==> src/hdl/sha256_pkg.sv <==
// SHA-256 hasher package: round constants, initial hash values, controller states
// and the command/status structs shared by controller and datapath. No dependencies.
`default_nettype none
package sha256_pkg;

    typedef logic [31:0] t_word;

    localparam t_word INIT_HASH [8] = '{
        32'h6a09e667, 32'hbb67ae85, 32'h3c6ef372, 32'ha54ff53a,
        32'h510e527f, 32'h9b05688c, 32'h1f83d9ab, 32'h5be0cd19
    };

    localparam t_word ROUND_K [64] = '{
        32'h428a2f98, 32'h71374491, 32'hb5c0fbcf, 32'he9b5dba5,
        32'h3956c25b, 32'h59f111f1, 32'h923f82a4, 32'hab1c5ed5,
        32'hd807aa98, 32'h12835b01, 32'h243185be, 32'h550c7dc3,
        32'h72be5d74, 32'h80deb1fe, 32'h9bdc06a7, 32'hc19bf174,
        32'he49b69c1, 32'hefbe4786, 32'h0fc19dc6, 32'h240ca1cc,
        32'h2de92c6f, 32'h4a7484aa, 32'h5cb0a9dc, 32'h76f988da,
        32'h983e5152, 32'ha831c66d, 32'hb00327c8, 32'hbf597fc7,
        32'hc6e00bf3, 32'hd5a79147, 32'h06ca6351, 32'h14292967,
        32'h27b70a85, 32'h2e1b2138, 32'h4d2c6dfc, 32'h53380d13,
        32'h650a7354, 32'h766a0abb, 32'h81c2c92e, 32'h92722c85,
        32'ha2bfe8a1, 32'ha81a664b, 32'hc24b8b70, 32'hc76c51a3,
        32'hd192e819, 32'hd6990624, 32'hf40e3585, 32'h106aa070,
        32'h19a4c116, 32'h1e376c08, 32'h2748774c, 32'h34b0bcb5,
        32'h391c0cb3, 32'h4ed8aa4a, 32'h5b9cca4f, 32'h682e6ff3,
        32'h748f82ee, 32'h78a5636f, 32'h84c87814, 32'h8cc70208,
        32'h90befffa, 32'ha4506ceb, 32'hbef9a3f7, 32'hc67178f2
    };

    localparam t_word PAD_WORD = 32'h80000000;

    typedef enum logic [2:0] {
        ST_IDLE,     // waiting for a message word
        ST_PAD,      // pushing padding / length words
        ST_ROUND,    // running the 64 rounds
        ST_FOLD,     // add round variables into hash words
        ST_EMIT      // presenting digest words
    } t_state;

    // word source selection for a push into the window
    typedef enum logic [1:0] {
        SRC_INPUT,
        SRC_PAD,
        SRC_ZERO,
        SRC_LEN
    } t_src;

    typedef struct packed {
        logic       push;       // write a word into the window
        t_src       src;
        logic       len_hi;     // length word: high half when set
        logic       add_bytes;  // accumulate byte count from input
        logic       round_init; // load a..h from hash words
        logic       round_step; // one compression round
        logic       fold;       // hash += a..h
        logic       emit_next;  // advance digest index
        logic       finish;     // restore initial hash, clear count
    } t_cmd;

    typedef struct packed {
        logic [3:0] word_pos;
        logic       round_last;
        logic       emit_last;
    } t_status;

endpackage
`default_nettype wire

==> src/hdl/sha256_message_hasher.sv <==
// SHA-256 hasher top level: joins sha256_ctrl and sha256_datapath.
// Depends on sha256_pkg.
// Takes one 32-bit word per transfer when idle; every sixteenth word starts a
// compression of 64 rounds on the single round unit and then a fold, during which
// no words are taken. A final word is followed by one push per padding word, a
// second compression when the block holds 56 or more message bytes, and eight
// digest transfers, index 0 first, last flagged on index 7.
`default_nettype none
module sha256_message_hasher (
    input  wire logic        i_clk,
    input  wire logic        i_rst_n,
    input  wire logic        i_valid,
    output logic             o_ready,
    input  wire logic [31:0] i_message_word,
    input  wire logic [2:0]  i_valid_bytes,
    input  wire logic        i_end_of_message,
    output logic             o_valid,
    input  wire logic        i_ready,
    output logic [31:0]      o_digest_word,
    output logic [2:0]       o_digest_index,
    output logic             o_digest_last
);
    import sha256_pkg::*;

    t_cmd    w_cmd;
    t_status w_status;

    sha256_ctrl u_ctrl (
        .i_clk, .i_rst_n, .i_valid, .o_ready,
        .i_valid_bytes, .i_end_of_message,
        .i_status (w_status), .o_cmd (w_cmd),
        .o_valid, .i_out_ready (i_ready)
    );

    sha256_datapath u_dp (
        .i_clk, .i_rst_n, .i_cmd (w_cmd),
        .i_message_word, .i_valid_bytes, .i_end_of_message,
        .o_status (w_status), .o_digest_word, .o_digest_index
    );

    assign o_digest_last = w_status.emit_last;

endmodule
`default_nettype wire

==> src/hdl/sha256_datapath.sv <==
// SHA-256 datapath: schedule window, round variables, hash words, byte counter
// and digest output index. Driven by sha256_ctrl through sha256_pkg structs.
`default_nettype none
module sha256_datapath (
    input  wire logic                i_clk,
    input  wire logic                i_rst_n,
    input  wire sha256_pkg::t_cmd    i_cmd,
    input  wire logic [31:0]         i_message_word,
    input  wire logic [2:0]          i_valid_bytes,
    input  wire logic                i_end_of_message,
    output sha256_pkg::t_status      o_status,
    output logic [31:0]              o_digest_word,
    output logic [2:0]               o_digest_index
);
    import sha256_pkg::*;

    t_word      r_win [16];
    t_word      r_var [8];
    t_word      r_hash [8];
    logic [3:0] r_pos;
    logic [5:0] r_round;
    logic [60:0] r_bytes;
    logic [2:0] r_idx;

    logic [2:0]  w_vb;
    t_word       w_keep;
    t_word       w_in_word;
    t_word       w_push;
    logic [63:0] w_bits;
    logic [60:0] w_add;

    function automatic t_word rotr(t_word v, int n);
        return (v >> n) | (v << (32 - n));
    endfunction

    always_comb begin
        w_vb = (i_valid_bytes > 3'd4) ? 3'd4 : i_valid_bytes;
        case (w_vb)
            3'd0:    w_keep = 32'h00000000;
            3'd1:    w_keep = 32'hff000000;
            3'd2:    w_keep = 32'hffff0000;
            3'd3:    w_keep = 32'hffffff00;
            default: w_keep = 32'hffffffff;
        endcase
        // short final word carries its own 0x80 marker
        if (i_end_of_message && w_vb != 3'd4)
            w_in_word = (i_message_word & w_keep) | (PAD_WORD >> {w_vb, 3'b000});
        else
            w_in_word = i_message_word;
        w_add = i_end_of_message ? {58'd0, w_vb} : 61'd4;
        w_bits = {r_bytes, 3'b000};
        case (i_cmd.src)
            SRC_INPUT: w_push = w_in_word;
            SRC_PAD:   w_push = PAD_WORD;
            SRC_LEN:   w_push = i_cmd.len_hi ? w_bits[63:32] : w_bits[31:0];
            default:   w_push = '0;
        endcase
    end

    // schedule word for this round
    logic [3:0] w_r;
    t_word      w15, w2, w_sched, w_w;
    t_word      s0, s1, ch, mj, t1, t2;
    always_comb begin
        w_r = r_round[3:0];
        w15 = r_win[w_r + 4'd1];
        w2  = r_win[w_r + 4'd14];
        w_sched = r_win[w_r] + (rotr(w15, 7) ^ rotr(w15, 18) ^ (w15 >> 3))
                + r_win[w_r + 4'd9] + (rotr(w2, 17) ^ rotr(w2, 19) ^ (w2 >> 10));
        w_w = (r_round >= 6'd16) ? w_sched : r_win[w_r];
        s1 = rotr(r_var[4], 6) ^ rotr(r_var[4], 11) ^ rotr(r_var[4], 25);
        ch = (r_var[4] & r_var[5]) ^ (~r_var[4] & r_var[6]);
        t1 = r_var[7] + s1 + ch + ROUND_K[r_round] + w_w;
        s0 = rotr(r_var[0], 2) ^ rotr(r_var[0], 13) ^ rotr(r_var[0], 22);
        mj = (r_var[0] & r_var[1]) ^ (r_var[0] & r_var[2]) ^ (r_var[1] & r_var[2]);
        t2 = s0 + mj;
    end

    always_ff @(posedge i_clk) begin
        if (i_cmd.push)
            r_win[r_pos] <= w_push;
        else if (i_cmd.round_step)
            r_win[w_r] <= w_w;
    end

    always_ff @(posedge i_clk) begin
        if (!i_rst_n) begin
            for (int i = 0; i < 8; i++) begin
                r_hash[i] <= INIT_HASH[i];
                r_var[i]  <= '0;
            end
            r_pos   <= '0;
            r_round <= '0;
            r_bytes <= '0;
            r_idx   <= '0;
        end else begin
            if (i_cmd.push)
                r_pos <= r_pos + 4'd1;
            if (i_cmd.add_bytes)
                r_bytes <= r_bytes + w_add;
            if (i_cmd.round_init)
                for (int i = 0; i < 8; i++) r_var[i] <= r_hash[i];
            if (i_cmd.round_step) begin
                r_var[7] <= r_var[6];
                r_var[6] <= r_var[5];
                r_var[5] <= r_var[4];
                r_var[4] <= r_var[3] + t1;
                r_var[3] <= r_var[2];
                r_var[2] <= r_var[1];
                r_var[1] <= r_var[0];
                r_var[0] <= t1 + t2;
                r_round  <= r_round + 6'd1;
            end
            if (i_cmd.fold)
                for (int i = 0; i < 8; i++) r_hash[i] <= r_hash[i] + r_var[i];
            if (i_cmd.emit_next)
                r_idx <= r_idx + 3'd1;
            if (i_cmd.finish) begin
                for (int i = 0; i < 8; i++) r_hash[i] <= INIT_HASH[i];
                r_bytes <= '0;
                r_pos   <= '0;
            end
        end
    end

    assign o_status.word_pos   = r_pos;
    assign o_status.round_last = (r_round == 6'd63);
    assign o_status.emit_last  = (r_idx == 3'd7);
    assign o_digest_word       = r_hash[r_idx];
    assign o_digest_index      = r_idx;

`ifndef NO_ASSERTIONS
    a_round_wraps: assert property (@(posedge i_clk) disable iff (!i_rst_n)
        i_cmd.round_step && r_round == 6'd63 |=> r_round == 6'd0)
        else $error("round counter did not wrap");
    a_no_push_in_rounds: assert property (@(posedge i_clk) disable iff (!i_rst_n)
        !(i_cmd.push && i_cmd.round_step))
        else $error("push during compression");
    a_finish_clears: assert property (@(posedge i_clk) disable iff (!i_rst_n)
        i_cmd.finish |=> r_pos == 4'd0 && r_bytes == 61'd0)
        else $error("finish did not clear position");
`endif

endmodule
`default_nettype wire

==> src/hdl/sha256_ctrl.sv <==
// SHA-256 controller: sequences word pushes, padding, rounds and digest output.
// Uses sha256_pkg for states and command/status structs.
`default_nettype none
module sha256_ctrl (
    input  wire logic                i_clk,
    input  wire logic                i_rst_n,
    input  wire logic                i_valid,
    output logic                     o_ready,
    input  wire logic [2:0]          i_valid_bytes,
    input  wire logic                i_end_of_message,
    input  wire sha256_pkg::t_status i_status,
    output sha256_pkg::t_cmd         o_cmd,
    output logic                     o_valid,
    input  wire logic                i_out_ready
);
    import sha256_pkg::*;

    t_state r_state, n_state;
    logic   r_final, n_final;   // message has ended, emit after last block
    logic   r_pad80, n_pad80;   // 0x80 word still owed (full final word)
    logic   r_second, n_second; // marker sits at word 14 or 15, length goes in next block
    logic   r_len, n_len;       // current block carries the length words

    logic w_acc, w_full_last;
    assign w_acc = i_valid && o_ready;
    assign w_full_last = i_end_of_message && (i_valid_bytes >= 3'd4);

    always_comb begin
        n_state = r_state;
        n_final = r_final;
        n_pad80 = r_pad80;
        case (r_state)
            ST_IDLE: if (w_acc) begin
                n_final = i_end_of_message;
                n_pad80 = w_full_last;
                if (i_status.word_pos == 4'd15)
                    n_state = ST_ROUND;
                else if (i_end_of_message)
                    n_state = ST_PAD;
            end
            ST_PAD: begin
                n_pad80 = 1'b0;
                if (i_status.word_pos == 4'd15)
                    n_state = ST_ROUND;
            end
            ST_ROUND: if (i_status.round_last) n_state = ST_FOLD;
            ST_FOLD: begin
                if (!r_final)
                    n_state = ST_IDLE;
                else if (r_len)
                    n_state = ST_EMIT;
                else
                    n_state = ST_PAD;
            end
            ST_EMIT: if (i_out_ready && i_status.emit_last) n_state = ST_IDLE;
            default: n_state = ST_IDLE;
        endcase
    end

    always_comb begin
        o_cmd   = '0;
        o_cmd.src = SRC_ZERO;
        o_ready = (r_state == ST_IDLE);
        o_valid = (r_state == ST_EMIT);
        case (r_state)
            ST_IDLE: if (w_acc) begin
                o_cmd.push = 1'b1;
                o_cmd.src  = SRC_INPUT;
                o_cmd.add_bytes = 1'b1;
                o_cmd.round_init = (i_status.word_pos == 4'd15);
            end
            ST_PAD: begin
                o_cmd.push = 1'b1;
                // length goes in the last two words once the marker is placed
                if (r_pad80)
                    o_cmd.src = SRC_PAD;
                else if (r_second)
                    o_cmd.src = SRC_ZERO;
                else if (i_status.word_pos == 4'd14) begin
                    o_cmd.src = SRC_LEN;
                    o_cmd.len_hi = 1'b1;
                end else if (i_status.word_pos == 4'd15)
                    o_cmd.src = SRC_LEN;
                else
                    o_cmd.src = SRC_ZERO;
                o_cmd.round_init = (i_status.word_pos == 4'd15);
            end
            ST_ROUND: o_cmd.round_step = 1'b1;
            ST_FOLD:  o_cmd.fold = 1'b1;
            ST_EMIT: if (i_out_ready) begin
                o_cmd.emit_next = 1'b1;
                o_cmd.finish    = i_status.emit_last;
            end
            default: ;
        endcase
    end

    // marker pushed at 14 or 15 forces zeros + length into a second block
    always_comb begin
        n_second = r_second;
        n_len    = r_len;
        if (r_state == ST_IDLE && w_acc && i_end_of_message && !w_full_last
            && i_status.word_pos >= 4'd14)
            n_second = 1'b1;
        if (r_state == ST_PAD && r_pad80 && i_status.word_pos >= 4'd14)
            n_second = 1'b1;
        if (r_state == ST_PAD && !r_pad80 && !r_second && i_status.word_pos == 4'd15)
            n_len = 1'b1;
        if (r_state == ST_FOLD) begin
            n_second = 1'b0;
            n_len    = 1'b0;
        end
    end

    always_ff @(posedge i_clk) begin
        if (!i_rst_n) begin
            r_state  <= ST_IDLE;
            r_final  <= 1'b0;
            r_pad80  <= 1'b0;
            r_second <= 1'b0;
            r_len    <= 1'b0;
        end else begin
            r_state  <= n_state;
            r_final  <= n_final;
            r_pad80  <= n_pad80;
            r_second <= n_second;
            r_len    <= n_len;
        end
    end

`ifndef NO_ASSERTIONS
    a_ready_idle: assert property (@(posedge i_clk) disable iff (!i_rst_n)
        o_ready |-> !o_valid)
        else $error("ready while emitting");
    a_emit_done: assert property (@(posedge i_clk) disable iff (!i_rst_n)
        o_cmd.finish |=> r_state == ST_IDLE)
        else $error("finish did not return to idle");
    a_round_after_pad: assert property (@(posedge i_clk) disable iff (!i_rst_n)
        r_state == ST_PAD && i_status.word_pos == 4'd15 |=> r_state == ST_ROUND)
        else $error("full block did not start rounds");
`endif

endmodule
`default_nettype wire

==> config.mk <==
export PLATFORM = sky130hd
export DESIGN_NAME = sha256_message_hasher
export DESIGN_NICKNAME = d
export VERILOG_FILES = /design/src/hdl/sha256_pkg.sv /design/src/hdl/sha256_message_hasher.sv /design/src/hdl/sha256_datapath.sv /design/src/hdl/sha256_ctrl.sv
export SDC_FILE = /design/constraint.sdc
export NUM_CORES = 2
export LEC_CHECK = 0
export ABC_AREA = 0
export BUFFER_PORTS_ARGS = -buffer_cell sky130_fd_sc_hd__buf_2
export CORE_ASPECT_RATIO = 2
export CORE_MARGIN = 2
export CORE_UTILIZATION = 55
export CTS_CLUSTER_DIAMETER = 50
export CTS_CLUSTER_SIZE = 30
export DETAILED_ROUTE_END_ITERATION = 12
export GPL_TIMING_DRIVEN = 0
export PLACE_DENSITY = 0.7
export SLEW_MARGIN = 15
export SYNTH_ARGS = -nofsm -noshare
export SYNTH_HDL_FRONTEND = slang
export SYNTH_HIERARCHICAL = 1
export SYNTH_SLANG_ARGS = --single-unit
==> constraint.sdc <==
create_clock -name i_clk -period 19 [get_ports i_clk]
set_clock_uncertainty 0.05 [all_clocks]
set_input_delay 2.85 -clock i_clk [delete_from_list [all_inputs] [get_ports i_clk]]
set_output_delay 2.85 -clock i_clk [all_outputs]
set_load 0.1 [all_outputs]
==> run metrics, run 1 <==
leading area contributor after synthesis edfxtp_1; Exit stage global routing (5_1_grt); Rows a little under 200; Hold-fix buffers, CTS 0; total congestion overflow 98; Mapped Nets about 7,800; share of the synthesized area in the top cell type a little under a third; number of synthesis warnings 6; FFs w/ async S/R, synth 0%; top_reg_cell synth edfxtp_1; Num CTS Buffers 92; number of global-route vias before repair about 75,000; postcts setup bufs 0; H-tree depth 3; Post-Syn Instances 7,184; status stopped before the end; Total Routing Usage GR around three fifths; Post-synth EDFFs around 830; clock root buffer clkbuf_16; number of port buffers 77; die height approximately 550 um; post-synthesis cell area 81,500 um2; cells taking the most area after synthesis edfxtp_1 (31%), mux4_2 (16%), dfxtp_1 (6.9%); unique cell type count in the Yosys netlist 93; DP Wirelength ~320,000 um; pin count of the biggest net entering global routing 73; deepest clock path buffer count 3; I/O pin cnt just under 80; Seq cells post-synth approximately 1,100; Placer Congestion 1.14; clock sinks about 1,100; tool error [ERROR GRT-0116] Global routing finished with congestion. Check the congestion regions in the DRC Viewer.; Avg Inst Size Synth approximately 11 um2; DP Area 85,900 um2; first-pass GRT wire length a little over 600,000 um; sequential-to-total area share from yosys stat between 30 and 40%; Initial Utilization a little under three fifths; Die X approximately 280 um
[per-stage QoR]
step / TNS [ns] / setup WS (ns) / instances / hold slack (ns)
3_5_place_dp: -3.28 / -0.616 / 9241 / 0.438
2_1_floorplan: 0 / 5.50 / 7184 / 0.403
4_1_cts: 0 / 0.226 / 9413 / 0.450
3_3_place_gp: -29.70 / -2.06 / 9170 / 0.426
[logic make-up after synthesis]
logic type / count (synthesis) / synth area share, %
buffers and inverters: 819 / 3.88
XOR/XNOR: 634 / 6.88
adder cells (fa/ha/maj): 618 / 11.2
multiplexers: 799 / 18.8
AO/OA/AOI/OAI: 1663 / 12.9
AND/OR/NAND/NOR: 1539 / 8.71
flip-flops: 1112 / 37.5
[cell usage after synthesis (all sizes together), types with 41 or more instances]
master  instances
a22o          132
nand2b         71
edfxtp        832
mux2           65
clkbuf        327
o21bai         61
o21ai         480
dfxtp         280
fa            196
nand2         528
or3            41
nor2b          58
xor2          189
a21oi         436
a21o          186
o21a           42
nand3          84
nor3           64
mux2i         157
a211oi         41
buf            92
mux4          577
xnor2         444
nor2          453
inv           397
ha            402
a31oi          43
and2           97
[timing repair]
item,4_1_cts
hold endpoints to repair,0
gates cloned,0
endpoints found under the setup margin,9
gates resized for setup,2
[per-layer routing]
metal	GRT usage, %	overflow
met3	27.3	0
met1	51.8	0
met4	73.3	47
met2	89.5	51
met5	1.58	0
==> run 2: changes to the inputs <==
Settings changed: CORE_ASPECT_RATIO 2 to unset, CORE_UTILIZATION 55 to 40, CTS_CLUSTER_DIAMETER 50 to unset, CTS_CLUSTER_SIZE 30 to unset, PLACE_DENSITY 0.7 to unset, PLACE_DENSITY_LB_ADDON set to 0.15.
==> run metrics, run 2 <==
biggest regs u_dp/r_win x512, u_dp/r_hash x256, u_dp/r_var x256; number of port buffers 77; slowest stage delay, CP between 0.8 and 0.9 ns; Pre-antenna DRT Iters 6; NumNets Final approximately 8,100; number of synthesis warnings 6; Antenna Violating Nets Remaining 0; Crit. End Element flip-flop; worst path arrival time between 15 and 20 ns; DR WL met2 between 150,000 and 200,000 um; leading cell type in the layout, fill and taps excluded edfxtp_1; full die area approximately 210,000 um2; clock-pin slew on the worst setup and hold paths 0.07 ns; total congestion overflow 0; final cell count without fillers between 10,000 and 15,000; CP Max Fanout 19; max-cap violation count 0; top routing layer in use met5; Num CTS Buffers between 100 and 150; fin crit share between 90 and 100%; area of the multi-input gates approximately 48,000 um2; RSZ-0062 raised after global routing false; fraction of layout cells with a size suffix above 1 between 10% and 20%; crit path kind reg2reg; Final Hold Fails 0; met3 WL just over 40,000 um; clock root buffer clkbuf_16; Mapped Nets ~7,800; setup TNS 0 ns; Initial Utilization around 40%; Top reg by flops u_dp/r_win; leading area contributor after synthesis edfxtp_1; share of the synthesized area in the top cell type 30.7%; crit start category flip-flop; first-pass GRT wire length approximately 500,000 um; Total Routing Usage GR roughly a third; worst vdd ir 0.0951 mV; Metal-1 WL ~150,000 um; FF-to-FF path depth 53; Synth-to-Final Area Change 12.3%; Post-Syn Instances ~7,200; initial antenna violation count 12; DRC 0; cells taking the most area after synthesis edfxtp_1 (31%), mux4_2 (16%), dfxtp_1 (6.9%); hold endpoint u_dp/r_hash[5][17]$_SDFFE_PP0P_; reg-to-reg startpoint u_dp/r_round[2]$_SDFFE_PN0P_; Via Count 65,600; Die X around 460 um; DP Wirelength between 200,000 and 300,000 um; postcts setup bufs 0; crit path max-delay cell type buf_1; DRT Wirelength 365,000 um; Lkg Pwr approximately 33 nW; Avg Inst Size Synth roughly 11 um2; most frequent cells in the layout edfxtp_1 (832), mux4_2 (563), nand2_1 (528); top_reg_cell synth edfxtp_1; Setup Viol. Count Final 0; Commonest cells post-synth edfxtp_1 (832), mux4_2 (563), nand2_1 (528), o21ai_0 (478), nor2_1 (450); DR iter-0 viols about 8,600; die height 455 um; FFs w/ async S/R, synth 0%; Filler cells between 15,000 and 20,000; unique cell type count in the Yosys netlist 93; FMAX between 0.05 and 0.06 GHz; Slew Viols, Final 0; CTS tree built; placed instance count between 9,000 and 10,000; Reg area between 30,000 and 40,000 um2; Seq cells post-synth approximately 1,100; Post-synth EDFFs ~830; Worst Hold Path Cells 2; pwr dens 95.7 nW/um2; relative slew slack under 10%; Hold-fix buffers, CTS 0; Required @ worst endpoint 19.47 ns; Placer Congestion roughly 1.0; worst-skew pair later-pin latency a little over 0.8 ns; CORE AREA just over 200,000 um2; max FFs per register about 510; Reg2Reg Setup Slack 0.17 ns; wire per inst around 36 um; fin crit period approximately 19 ns; crit path launch u_dp/r_round[2]$_SDFFE_PN0P_; clock sinks ~1,100; H-tree depth 4; sequential-to-total area share from yosys stat 37.5%; post-synthesis cell area 81,500 um2; status finished clean; most common cell in the netlist edfxtp_1; Worst-Margin Slew around 1.4 ns; I/O pin cnt between 70 and 80; deepest clock path buffer count 3; Reg-to-Reg End u_dp/r_var[0][31]$_SDFFCE_PN0P_; vias per inst roughly 6.4; pin count of the biggest net entering global routing 56; Hold Path Class reg2reg; Rows between 150 and 200; Worst Hold Launch u_dp/r_hash[5][17]$_SDFFE_PP0P_; number of global-route vias before repair around 64,000
-- run 2: cell type report --
type                            instances  share of cell area, %
Antenna cell                            4                 0.0109
Buffer                                419                   1.93
Clock buffer                          179                   4.13
Clock inverter                         72                  0.889
Inverter                              399                   1.64
Multi-Input combinational cell       5253                   52.5
Sequential cell                      1112                   33.4
Tap cell                             2672                   3.66
Timing Repair Buffer                  145                   1.83
-- run 2: logic make-up after synthesis --
family | after synthesis | synth area share [%]
AO/OA/AOI/OAI | 1663 | 12.9
AND/OR/NAND/NOR | 1539 | 8.71
flip-flops | 1112 | 37.5
buffers and inverters | 819 | 3.88
multiplexers | 799 | 18.8
XOR/XNOR | 634 | 6.88
adder cells (fa/ha/maj) | 618 | 11.2
-- run 2: per-layer routing --
layer / GRT usage, % / vias up
met4: 15.1 / 6
li1: - / 27500
met1: 46.6 / 33200
met2: 52.6 / 4096
met3: 9.98 / 770
met5: 0 / -
-- run 2: worst max-delay path, delay by kind of cell, from the launching register on --
| kind | cells | cell delay (ns) |
|---|---|---|
| xor+xnor | 4 | 0.96 |
| simple gates | 2 | 0.21 |
| fa+ha+maj | 10 | 4.58 |
| flops | 1 | 0.79 |
| buf+inv | 14 | 5.08 |
| compound gates | 22 | 6.22 |
| mux | 1 | 0.50 |
-- run 2: through the flow --
step	power [mW]	area (um2)	setup WS [ns]	hold WS, ns	utilization, %
6_report	8.75	91500	0.172	0.451	45.2
5_1_grt	9.15	91500	0.0239	0.477	45.2
2_1_floorplan	5.02	81500	5.50	0.403	-
4_1_cts	8.69	91400	0.264	0.449	45.2
3_5_place_dp	5.96	86800	-0.414	0.438	42.9
3_3_place_gp	5.92	85200	-2.13	0.430	42.1
-- run 2: how the worst max path moves through the flow --
| stage | slack [ns] | depth (start not counted) | endpoint |
|---|---|---|---|
| after floorplan | 5.50 | 54 | u_dp/r_var[0][29]$_SDFFCE_PN0P_ |
| after global placement | -2.13 | 54 | u_dp/r_var[0][31]$_SDFFCE_PN0P_ |
| after detailed placement | -0.41 | 54 | u_dp/r_var[0][31]$_SDFFCE_PN0P_ |
| after CTS | 0.26 | 53 | u_dp/r_var[0][31]$_SDFFCE_PN0P_ |
| after global routing | 0.02 | 53 | u_dp/r_var[0][31]$_SDFFCE_PN0P_ |
| final | 0.17 | 53 | u_dp/r_var[0][31]$_SDFFCE_PN0P_ |
-- run 2: power breakdown --
| group | total [mW] | internal [mW] | switching (mW) |
|---|---|---|---|
| Sequential | 2.69 | 2.65 | 0.0417 |
| Clock | 2.71 | 1.55 | 1.16 |
| Combinational | 3.35 | 1.27 | 2.07 |
-- run 2: what timing repair did --
item / in CTS / in global routing
endpoints found under the setup margin: 4 / 4
resized for setup: 1 / 7
endpoints found under the hold margin: 0 / 0
Note: power is estimated with default switching activity, not from simulation.
